**config.mk**
```make
export PLATFORM = sky130hd
export DESIGN_NAME = cdfd_cmul
export DESIGN_NICKNAME = d
export VERILOG_FILES = /design/src/hw/rtl/cdfd_pkg.sv /design/src/hw/rtl/cdfd_cmul.sv
export SDC_FILE = /design/constraint.sdc
export NUM_CORES = 2
export LEC_CHECK = 0
export BUFFER_PORTS_ARGS = -buffer_cell sky130_fd_sc_hd__buf_2
export CAP_MARGIN = 20
export CORE_MARGIN = 3
export CORE_UTILIZATION = 45
export DETAILED_ROUTE_END_ITERATION = 7
export SLEW_MARGIN = 25
export SYNTH_ARGS = -nofsm -noshare
export SYNTH_HDL_FRONTEND = slang
export SYNTH_SLANG_ARGS = --single-unit
export TNS_END_PERCENT = 50
```
**constraint.sdc**
```tcl
create_clock -name clk -period 7.5 [get_ports clk]
set_input_delay 0.375 -clock clk [delete_from_list [all_inputs] [get_ports clk]]
set_output_delay 0.375 -clock clk [all_outputs]
set_load 0.005 [all_outputs]
```
**src/hw/rtl/cdfd_pkg.sv**
```systemverilog
`default_nettype none

package cdfd_pkg;

  localparam int MAX_TAPS = 64;
  localparam int TAP_W    = $clog2(MAX_TAPS);
  localparam int CNT_W    = $clog2(MAX_TAPS + 1);

  // Register indexes on the configuration port
  localparam logic [1:0] REG_TAP_COUNT   = 2'd0;
  localparam logic [1:0] REG_DECIMATION  = 2'd1;
  localparam logic [1:0] REG_ROT_INCR_RE = 2'd2;
  localparam logic [1:0] REG_ROT_INCR_IM = 2'd3;

  // Input item kinds
  localparam logic KIND_SAMPLE = 1'b0;
  localparam logic KIND_COEF   = 1'b1;

  typedef struct packed {
    logic signed [15:0] re;
    logic signed [15:0] im;
  } cpx_t;

  // Operands of the shared complex product unit
  typedef struct packed {
    logic signed [17:0] re;
    logic signed [17:0] im;
  } op_t;

  // Partial products, kept modulo 2^32
  typedef struct packed {
    logic [31:0] rr;
    logic [31:0] ii;
    logic [31:0] ri;
    logic [31:0] ir;
  } prod_t;

  typedef struct packed {
    logic shift;
    logic load;
    logic step;
  } cell_ctl_t;

  typedef enum logic [7:0] {
    S_IDLE    = 8'b0000_0001,
    S_MAC     = 8'b0000_0010,
    S_DRAIN   = 8'b0000_0100,
    S_ROUND   = 8'b0000_1000,
    S_ROT_MUL = 8'b0001_0000,
    S_ROT_SUM = 8'b0010_0000,
    S_PH_SUM  = 8'b0100_0000,
    S_OUT     = 8'b1000_0000
  } state_t;

  // Q30 to Q15: add half an LSB, arithmetic shift right by 15
  function automatic logic signed [17:0] rnd15(input logic [31:0] v);
    logic [32:0] t;
    t = {v[31], v} + 33'd16384;
    return t[32:15];
  endfunction

  function automatic logic signed [15:0] sat16(input logic signed [17:0] v);
    logic signed [15:0] r;
    if (v > 18'sd32767) begin
      r = 16'sh7fff;
    end else if (v < -18'sd32768) begin
      r = 16'sh8000;
    end else begin
      r = v[15:0];
    end
    return r;
  endfunction

  function automatic op_t ext_cpx(input cpx_t c);
    op_t o;
    o.re = {{2{c.re[15]}}, c.re};
    o.im = {{2{c.im[15]}}, c.im};
    return o;
  endfunction

endpackage

`default_nettype wire

```
**src/hw/rtl/cdfd_cmul.sv**
```systemverilog
`default_nettype none

module cdfd_cmul (
  input  wire logic          clk,
  input  wire cdfd_pkg::op_t a,
  input  wire cdfd_pkg::op_t b,
  output cdfd_pkg::prod_t    prod
);

  logic signed [35:0] rr;
  logic signed [35:0] ii;
  logic signed [35:0] ri;
  logic signed [35:0] ir;
  cdfd_pkg::prod_t    prod_r;

  always_comb begin
    rr = a.re * b.re;
    ii = a.im * b.im;
    ri = a.re * b.im;
    ir = a.im * b.re;
  end

  always_ff @(posedge clk) begin
    prod_r.rr <= rr[31:0];
    prod_r.ii <= ii[31:0];
    prod_r.ri <= ri[31:0];
    prod_r.ir <= ir[31:0];
  end

  assign prod = prod_r;

endmodule

`default_nettype wire

```
# Yosys cells after proc, flatten, opt, wreduce, memory -nomap -nowiden
# Cells that the tools add are included.
# totals
ff_bits,128
elab_cells,8
output_inout_bits,128
# classes
n_mul,4
# op_table
op,n
multiplier 18 x 18 -> 32 bit,4

# Logic depth before layout (Yosys ltp)
# logic_depth
ltp_word,1
depth_mapped,26
mapped_depth_nobuf,23

# Worst setup path before layout
# No wires, ideal clock.
# synth_path
path_kind,in2reg
from,input port a[10] (netlist bit)
to,register prod_r (netlist bit prod[31])
arrival_time_ns,6.171
path_slack_ns,1.209
t_required_ns,7.380
setup_time_ns,0.120
cell_stages,25
path_cell_list,clkbuf_1 > clkbuf_1 > and2_1 > fa_1 > inv_1 > fa_1 > inv_1 > fa_1 > inv_1 > fa_1 > inv_1 > fa_1 > inv_1 > fa_1 > inv_1 > ha_1 > a21o_1 > a21o_1 > a21oi_1 > a211oi_1 > a211o_1 > o211a_1 > a2111oi_4 > a21oi_1 > xnor2_1
# synth_between
elab_chain_cells,1
# synth_rtl
element,line,text
from (decl),cdfd_cmul.sv:5,"input wire cdfd_pkg::op_t a,"
multiplier 18 x 18 -> 32 bit,cdfd_cmul.sv:20,ir = a.im * b.re;
named net ir[31],cdfd_cmul.sv:13,logic signed [35:0] ir;
to (decl),cdfd_cmul.sv:14,cdfd_pkg::prod_t prod_r;
# The timed path passes the listed nets, and every way through them passes these cells.

# Worst setup path in the final report
# layout_path
from,input port a[27] (netlist bit)
to,register prod_r (netlist bit prod[127])
# layout_between
elab_chain_cells,1
# layout_rtl
element,line,text
multiplier 18 x 18 -> 32 bit,cdfd_cmul.sv:17,rr = a.re * b.re;
named net rr[31],cdfd_cmul.sv:10,logic signed [35:0] rr;
# The timed path passes the listed nets, and every way through them passes these cells.

==> results.cfg <==
[outcome]
status = finished clean

[setup_path]
cpPeakStageDelay_ns = 0.58
crit_path_end_kind = flop
crit_top_cell = fa_1
required_ns = 7.87
cp_cell_sequence = buf_2 > buf_4 > nand2_1 > fa_1 > inv_1 > fa_1 > fa_1 > fa_1 > fa_1 > inv_1 > fa_1 > inv_1 > ha_1 > and4_1 > o21ai_0 > a21bo_2 > a31oi_1 > a41oi_1 > o41ai_1 > a21oi_1 > xnor2_1
timing_worst_setup_path_type = input pin to flop
path_max_fanout = 28
slowest_stage = buf_2
start_kind = input pin
arrival_ns = 6.90

[clocking]
cts_root_buf = clkbuf_16
clock_path_buffers = 2
htreeDepth = 4
post_cts.repair.setup_buffers = 0
post_cts_resized = 0
cts_tree = done
hold_buffers = 0
clock-sinks = 128
clk_pin_slew_ns = 0.06
cts_buffers = 17

[global_route]
gr-total-overflow = 0
grt_pass1_wl_um = 198000
antenna_found_initial = 10
grt_pass1_vias = 36272
grt_use_total_pct = 23.6
grt_max_degree = 38

[timing]
hold_violations = 0
relSlewSlack_pct = 29.5
worst_pin_slew_ns = 1.06
post-route-min-period_ns = 6.53
max_freq_mhz = 153
rsz0062_at_grt = false
final_max_slew_viol_count = 0
setup_viol = 0
min_period_over_period_pct = 87.1
fin_tns_setup_ns = 0

[flow_run]
drv_cap = 0

[placed_design]
gp_congestion = 0.849
dp.final_hpwl_um = 95600
io_buffer_count = 200

[synth]
synth-edff-count = 0
yosysWarningCount = 0
avgSynthCellArea_um2 = 9.12
syn_nets = 6805
netlist_area_um2 = 47400
synth_top_area_share_pct = 50.0
ys_ff_latch = 128
ys_seq_area_share_pct = 5.41
yosys-top-cells-area = fa_1, inv_1, ha_1
synthArstFlopShare_pct = 0
yosysUniqueCellTypes = 63
synth_top_area_cell = fa_1
synth-main-ff-cell = dfxtp_1
synthCells = 5196

[floorplanning]
initial_core_util_pct = 45.6
num_io_pins = 201
rows = 118
coreArea_um2 = 104000
die_h_um = 330
die_w_um = 330
die_area_um2 = 109000

[layout]
synthToLayoutAreaGrowth_pct = 6.02
nets = 6835
sequential_cell_area_um2 = 2560
fillers = 10070
multi_input_area_um2 = 38600
largest_reg_flops = 128
drive_gt1_share_pct = 6.03

[detailed_routing]
wl_per_cell_um = 18.0
drcViolationCount = 0
ant_nets = 0
totalWireLength_um = 120000
vias = 32911
first_iter_violations = 1582
dr.pass1.iters = 7
vias_per_cell = 4.97

[worst_hold_path]
whs_path_depth = 2
hp-class = input pin to flop
-- cells by family after synthesis --
group,after synthesis,share of synthesized area [%]
simple gates,1448,15.4
buf+inv,1661,13.2
xor+xnor,161,2.98
compound gates,262,3.74
fa+ha+maj,1536,59.3
flops,128,5.41
-- worst paths after layout --
| path | startpoint | endpoint | slack, ns |
|---|---|---|---|
| hold / removal | b[18] | prod[0]$_DFF_P_ | 0.54 |
| setup / recovery | a[27] | prod[127]$_DFF_P_ | 0.97 |
-- final cells by class --
| type | count | area share (%) |
|---|---|---|
| multi-input combinational | 3407 | 76.8 |
| clock inverter | 14 | 0.262 |
| clock buffer | 18 | 0.874 |
| tap | 1380 | 3.44 |
| timing repair buffer | 266 | 2.98 |
| antenna | 7 | 0.0349 |
| sequential | 128 | 5.10 |
| inverter | 1406 | 10.5 |
-- layout by cell type, fill, tap and decap left out, types with 33 or more instances in the layout --
cell / Yosys / routed
xnor2_1: 140 / 140
nand2b_1: 33 / 33
dfxtp_1: 128 / 128
nor2_1: 110 / 110
o21ai_0: 52 / 52
ha_1: 352 / 352
inv_1: 1406 / 1406
and2_1: 652 / 652
a21oi_1: 73 / 73
buf_4: 0 / 66
nand2_1: 590 / 590
buf_2: 0 / 200
fa_1: 1184 / 1184
-- Yosys cell counts (all sizes together) (14+ instances only) --
master / count
inv: 1406
xor2: 21
xnor2: 140
dfxtp: 128
and2: 653
a21oi: 74
o21a: 32
ha: 352
nand2: 590
nor2: 110
fa: 1184
nand2b: 33
nor3: 14
o21ai: 54
clkbuf: 255
a21o: 30
-- layer usage --
| metal | track usage [%] | up-vias | share of wire [%] |
|---|---|---|---|
| met1 | 30.1 | 17110 | 41 |
| met2 | 40.7 | 837 | 51 |
| met5 | 0 | - | 0.034 |
| met3 | 4.63 | 153 | 6.3 |
| met4 | 6.70 | 6 | 2.5 |
| li1 | - | 14805 | - |
-- critical path, delay by kind of cell --
kind / cells / cell delay (ns)
buffers and inverters: 5 / 1.04
and+or+nand+nor: 2 / 0.36
AOI/OAI and AO/OA: 6 / 1.57
xor gates and xnor gates: 1 / 0.14
adders and majority gates: 7 / 3.38
-- metrics by stage --
step,worst slack (ns),cells,hold WS (ns),utilization [%],cell area (µm²)
after global placement,0.630,6587,0.751,47.8,49600
after detailed placement,0.554,6587,0.751,47.8,49600
final,0.969,6626,0.541,48.3,50200
after CTS,1.11,6619,0.485,48.3,50200
after floorplan,1.21,5196,0.497,-,47400
after global routing,0.741,6620,0.535,48.3,50200
Power is not shown: default switching activity piles up to over one toggle a cycle in this logic, so the estimate is an artifact.
