File: src/hw/rtl/cdfd_pkg.sv
`default_nettype none

package cdfd_pkg;

  localparam int MAX_TAPS = 64;
  localparam int TAP_W    = $clog2(MAX_TAPS);
  localparam int CNT_W    = $clog2(MAX_TAPS + 1);

  // Register indexes on the configuration port
  localparam logic [1:0] REG_TAP_COUNT   = 2'd0;
  localparam logic [1:0] REG_DECIMATION  = 2'd1;
  localparam logic [1:0] REG_ROT_INCR_RE = 2'd2;
  localparam logic [1:0] REG_ROT_INCR_IM = 2'd3;

  // Input item kinds
  localparam logic KIND_SAMPLE = 1'b0;
  localparam logic KIND_COEF   = 1'b1;

  typedef struct packed {
    logic signed [15:0] re;
    logic signed [15:0] im;
  } cpx_t;

  // Operands of the shared complex product unit
  typedef struct packed {
    logic signed [17:0] re;
    logic signed [17:0] im;
  } op_t;

  // Partial products, kept modulo 2^32
  typedef struct packed {
    logic [31:0] rr;
    logic [31:0] ii;
    logic [31:0] ri;
    logic [31:0] ir;
  } prod_t;

  typedef struct packed {
    logic shift;
    logic load;
    logic step;
  } cell_ctl_t;

  typedef enum logic [7:0] {
    S_IDLE    = 8'b0000_0001,
    S_MAC     = 8'b0000_0010,
    S_DRAIN   = 8'b0000_0100,
    S_ROUND   = 8'b0000_1000,
    S_ROT_MUL = 8'b0001_0000,
    S_ROT_SUM = 8'b0010_0000,
    S_PH_SUM  = 8'b0100_0000,
    S_OUT     = 8'b1000_0000
  } state_t;

  // Q30 to Q15: add half an LSB, arithmetic shift right by 15
  function automatic logic signed [17:0] rnd15(input logic [31:0] v);
    logic [32:0] t;
    t = {v[31], v} + 33'd16384;
    return t[32:15];
  endfunction

  function automatic logic signed [15:0] sat16(input logic signed [17:0] v);
    logic signed [15:0] r;
    if (v > 18'sd32767) begin
      r = 16'sh7fff;
    end else if (v < -18'sd32768) begin
      r = 16'sh8000;
    end else begin
      r = v[15:0];
    end
    return r;
  endfunction

  function automatic op_t ext_cpx(input cpx_t c);
    op_t o;
    o.re = {{2{c.re[15]}}, c.re};
    o.im = {{2{c.im[15]}}, c.im};
    return o;
  endfunction

endpackage

`default_nettype wire

File: src/hw/rtl/cdfd_cell.sv
`default_nettype none

module cdfd_cell (
  input  wire logic              clk,
  input  wire logic              rst_n,
  input  wire cdfd_pkg::cell_ctl_t ctl,
  input  wire cdfd_pkg::cpx_t    win_in,
  input  wire cdfd_pkg::cpx_t    shd_in,
  output cdfd_pkg::cpx_t         win_out,
  output cdfd_pkg::cpx_t         shd_out
);

  cdfd_pkg::cpx_t win_r;
  cdfd_pkg::cpx_t shd_r;

  always_ff @(posedge clk) begin
    if (!rst_n) begin
      win_r <= '0;
    end else if (ctl.shift) begin
      win_r <= win_in;
    end
  end

  // Snapshot the updated window, then walk it toward the read end
  always_ff @(posedge clk) begin
    if (ctl.load) begin
      shd_r <= win_in;
    end else if (ctl.step) begin
      shd_r <= shd_in;
    end
  end

  assign win_out = win_r;
  assign shd_out = shd_r;

endmodule

`default_nettype wire

File: config.mk
export PLATFORM = sky130hd
export DESIGN_NAME = cdfd_cell
export DESIGN_NICKNAME = d
export VERILOG_FILES = /design/src/hw/rtl/cdfd_pkg.sv /design/src/hw/rtl/cdfd_cell.sv
export SDC_FILE = /design/constraint.sdc
export NUM_CORES = 1
export LEC_CHECK = 0
export BUFFER_PORTS_ARGS = -buffer_cell sky130_fd_sc_hd__buf_2
export CAP_MARGIN = 30
export CORE_MARGIN = 5
export CORE_UTILIZATION = 49
export DETAILED_ROUTE_END_ITERATION = 10
export HOLD_SLACK_MARGIN = 0.1
export PLACE_DENSITY = 0.84
export REMOVE_ABC_BUFFERS = 1
export SETUP_SLACK_MARGIN = 0.05
export SLEW_MARGIN = 30
export SYNTH_ARGS = -nofsm -noshare
export SYNTH_HDL_FRONTEND = slang
export SYNTH_SLANG_ARGS = --single-unit
File: constraint.sdc
create_clock -name clk -period 3.1 [get_ports clk]
set_input_delay 0 -clock clk [delete_from_list [all_inputs] [get_ports clk]]
set_output_delay 0 -clock clk [all_outputs]
set_load 0.01 [all_outputs]
# Word level (Yosys, flattened, before mapping)

Cells that the tools add are included.
W data, S select, Z words.

Bits in latches: 0
Output and inout port bits: 64
Register bits: 64
Bits of input ports: 69
ROM bits: 0
Memory bits (writable): 0
Memories kept: 0
Logic and storage cells: 7

Shift operators: 0
Equality and inequality tests: 0
Divide/modulo/power cells: 0
Order comparisons: 0
Multipliers: 0
Muxes and demuxes: 2
Bitwise operators: 0
$add $sub $neg: 0
Reduce and logical (&&, ||, !) cells: 1

Operators with widths:

| cell               | count |
|---|---|
| $mux W32           | 2 |
| $reduce_bool A2 Y1 | 1 |

# Longest topological paths before layout

Depth in word-level cells: 2
Depth in mapped cells: 4
Gate-level depth less buffers: 2

# Worst setup path before layout

OpenSTA, ideal clock, no wires.

Kind: in2reg
From: input port ctl[1] in the netlist's numbering
To: register shd_r, in the netlist shd_out[0] (enable)
Required time: 2710 ps
Arrival: 1022 ps
Path buffers: 2
Setup time: 390 ps
Setup slack: 1687 ps
Cell stages on the path: 3
Path through: buf_6 -> buf_12 -> or2_1

Cells in the longest elaborated chain, start to end: 1

Ends and longest elaborated chain:

| what                                | RTL line        | RTL |
|---|---|---|
| from (decl)                         | cdfd_cell.sv:6  | `input wire cdfd_pkg::cell_ctl_t ctl,` |
| $reduce_bool A2 Y1 (no source line) | -               |  |
| to (signal assigned)                | cdfd_cell.sv:27 | `shd_r <= win_in;` |
| to (signal assigned)                | cdfd_cell.sv:29 | `shd_r <= shd_in;` |
| to (decl)                           | cdfd_cell.sv:14 | `cdfd_pkg::cpx_t shd_r;` |

No other way between the ends.
A chain may end at the register's enable or synchronous reset.

# Worst setup path after layout

From: input port ctl[1] in the netlist's numbering
To: register shd_r, in the netlist shd_out[17] (data pin)

Cells in the longest elaborated chain, start to end: 1

Ends and longest elaborated chain:

| what     | RTL line        | RTL |
|---|---|---|
| $mux W32 | cdfd_cell.sv:26 | `if (ctl.load) begin` |

No other way between the ends.

==> run metrics <==
GPL Wtd Cong=0.7670; H-tree levels=3; cell accounting for the most synthesized area=edfxtp_1; number of synthesis warnings=0; Setup violations, final=0; RR Endpoint=win_out[1]; Synth area leaders=edfxtp_1, dfxtp_1, mux2_4, mux2i_1, nor2b_1; vias in the first global route=2,315; critical path's top delay family=buffers and inverters; setup slack, reg-to-reg=2.40 ns; worst hold path class=input pin to flop; clk sink count=64; largest net degree at the start of global routing=33; diode count=0; die area=7179 um2; synthesized netlist cell count=172; WL final=7.874 mm; Static Leak=0.002046 uW; share of the synthesized area in the top cell type=0.3512; buffers added on ports=132; Critical Path AT=1.54 ns; worst slew pin tran=0.7181 ns; clock root buffer=clkbuf_8; status=completed; R2R cell count=2; critical path, cell by cell=buf_2, buf_4, mux2_4, dlygate4sd3_1; initial antenna violation count=0; CP Max Fanout=32; post-DP HPWL=4.193 mm; number of nets in the layout=445; DRT iter0 DRCs=44; Cell variety after synth=11; setup total negative slack=0 ns; Vias/cell=4.660; critical path required time=3.17 ns; sequential share of the synthesized area=0.5853; RR Startpoint=win_out[1]; hold path endpoint=win_out[7]; Top Ports=133; fillers=340; critical path type=input pin to flop; most common cell after layout, fill and taps aside=buf_2; CP peak stage delay=0.56 ns; num rows=27; RSZ-0062 raised after global routing=no; Initial Util=0.5000; Avg Inst Size Synth=15.91 um2; post-CTS resize count=0; Core Region=5473 um2; worst vdd ir=0.3552 mV; worst skew pair latency=0.32 ns; Max Cap Violations=0; Area growth, synth to finish=56.06%; synthesized area=2736 um2; slew margin rel.=0.5212; Die Y=84.73 um; Hold Vio Cnt, Final=0; vias after detailed routing=2,111; fin crit period=1.475 ns; Clock Path Buffers=2; Num CTS Buffers=9; most frequent cells in the layout=buf_2, dlygate4sd3_1; DIE WIDTH=84.73 um; share of layout cells above drive strength 1=0.4672; Total Routing Usage GR=0.2183; Fin Clk Skew=0 ns; final slew viol count=0; DR pass1 iterations=4; PwrDens=495.1 nW/um2; worst hold path depth=2; top achievable clock speed=677.9 MHz; synthesized flop and latch total=64; CP max-delay cell=dlygate4sd3_1; Final Power=2114 uW; CTS clk-pin slew, worst paths=0.07 ns; fin crit share=0.4758; routed len/inst=17.38 um; gr ovfl total=0; Hold Startpoint=rst_n; Crit path buffers/inverters=3; CP Launch Type=input pin; DRC=0; ANT nets after route=0; crit end category=flop; CTS tree=built; first-pass GRT wire length=11.85 mm
## registers in the layout, indices dropped and copies added, names as in the netlist
name     cells
shd_out     32
win_out     32
## per-layer routing
metal,track usage,up-vias,wire length (um)
met1,0.2257,964,2849
li1,-,1018,-
met5,0,-,0
met3,0.06477,26,618
met2,0.3972,103,4124
met4,0.1094,0,280
## power breakdown
| part | leakage [uW] | internal [uW] | switching (uW) |
|---|---|---|---|
| logic | 0.00135 | 216 | 163 |
| registers | 0.000590 | 968 | 25.3 |
| clock network | 0.000102 | 450 | 292 |
## worst register-to-register path, delay by kind of cell (launching register included)
kind | cells | cell delay (ns)
and+or+nand+nor | 1 | 0.09
DFF | 1 | 0.31
muxes | 1 | 0.18
## kinds of logic after synthesis
group / count (synthesis) / synth area share
AND/OR/NAND/NOR: 33 / 0.07545
flip-flops: 64 / 0.5853
buffers and inverters: 11 / 0.05075
multiplexers: 64 / 0.2885
## timing repair
| item | CTS | global route |
|---|---|---|
| setup buffers | 0 | 0 |
| hold buffers | 70 | 0 |
| endpoints found under the hold margin | 64 | 0 |
## final cells by class
cell class | instances | area [um2] | area share
sequential | 64 | 1602 | 0.3750
timing repair buffer | 204 | 1379 | 0.3229
multi-input combinational | 97 | 996.0 | 0.2332
clock buffer | 12 | 135.1 | 0.03164
tap | 72 | 90.09 | 0.02110
clock inverter | 4 | 68.82 | 0.01611
## how the worst max path moves through the flow
stage           start  slack [ns]     endpoint  cells after the start
6_report       ctl[1]        1.62  shd_out[17]                      4
5_1_grt        ctl[1]        1.62  shd_out[17]                      4
4_1_cts        ctl[1]        1.65  shd_out[17]                      4
3_5_place_dp   ctl[1]        1.67  shd_out[16]                      3
3_3_place_gp   ctl[1]        1.70  shd_out[16]                      3
2_1_floorplan  ctl[0]        1.97   shd_out[0]                      1
## through the flow
| stage | setup WS (ns) | utilization | instance area (um2) | hold WS [ns] | instances |
|---|---|---|---|---|---|
| after floorplan | 1.967 | - | 2597 | 0.1282 | 161 |
| after global placement | 1.702 | 0.6145 | 3363 | 0.2717 | 367 |
| after detailed placement | 1.667 | 0.6145 | 3363 | 0.2838 | 367 |
| after CTS | 1.645 | 0.7798 | 4268 | 0.1858 | 453 |
| after global routing | 1.621 | 0.7803 | 4270 | 0.2050 | 453 |
| final | 1.625 | 0.7803 | 4270 | 0.1897 | 453 |
## synthesized netlist by cell type
library cell,count
dfxtp_1,32
mux2_2,3
clkbuf_1,3
mux2i_1,32
buf_12,3
buf_8,3
buf_6,2
or2_1,1
edfxtp_1,32
mux2_4,29
nor2b_1,32
Power figures use the tool's default switching activity.
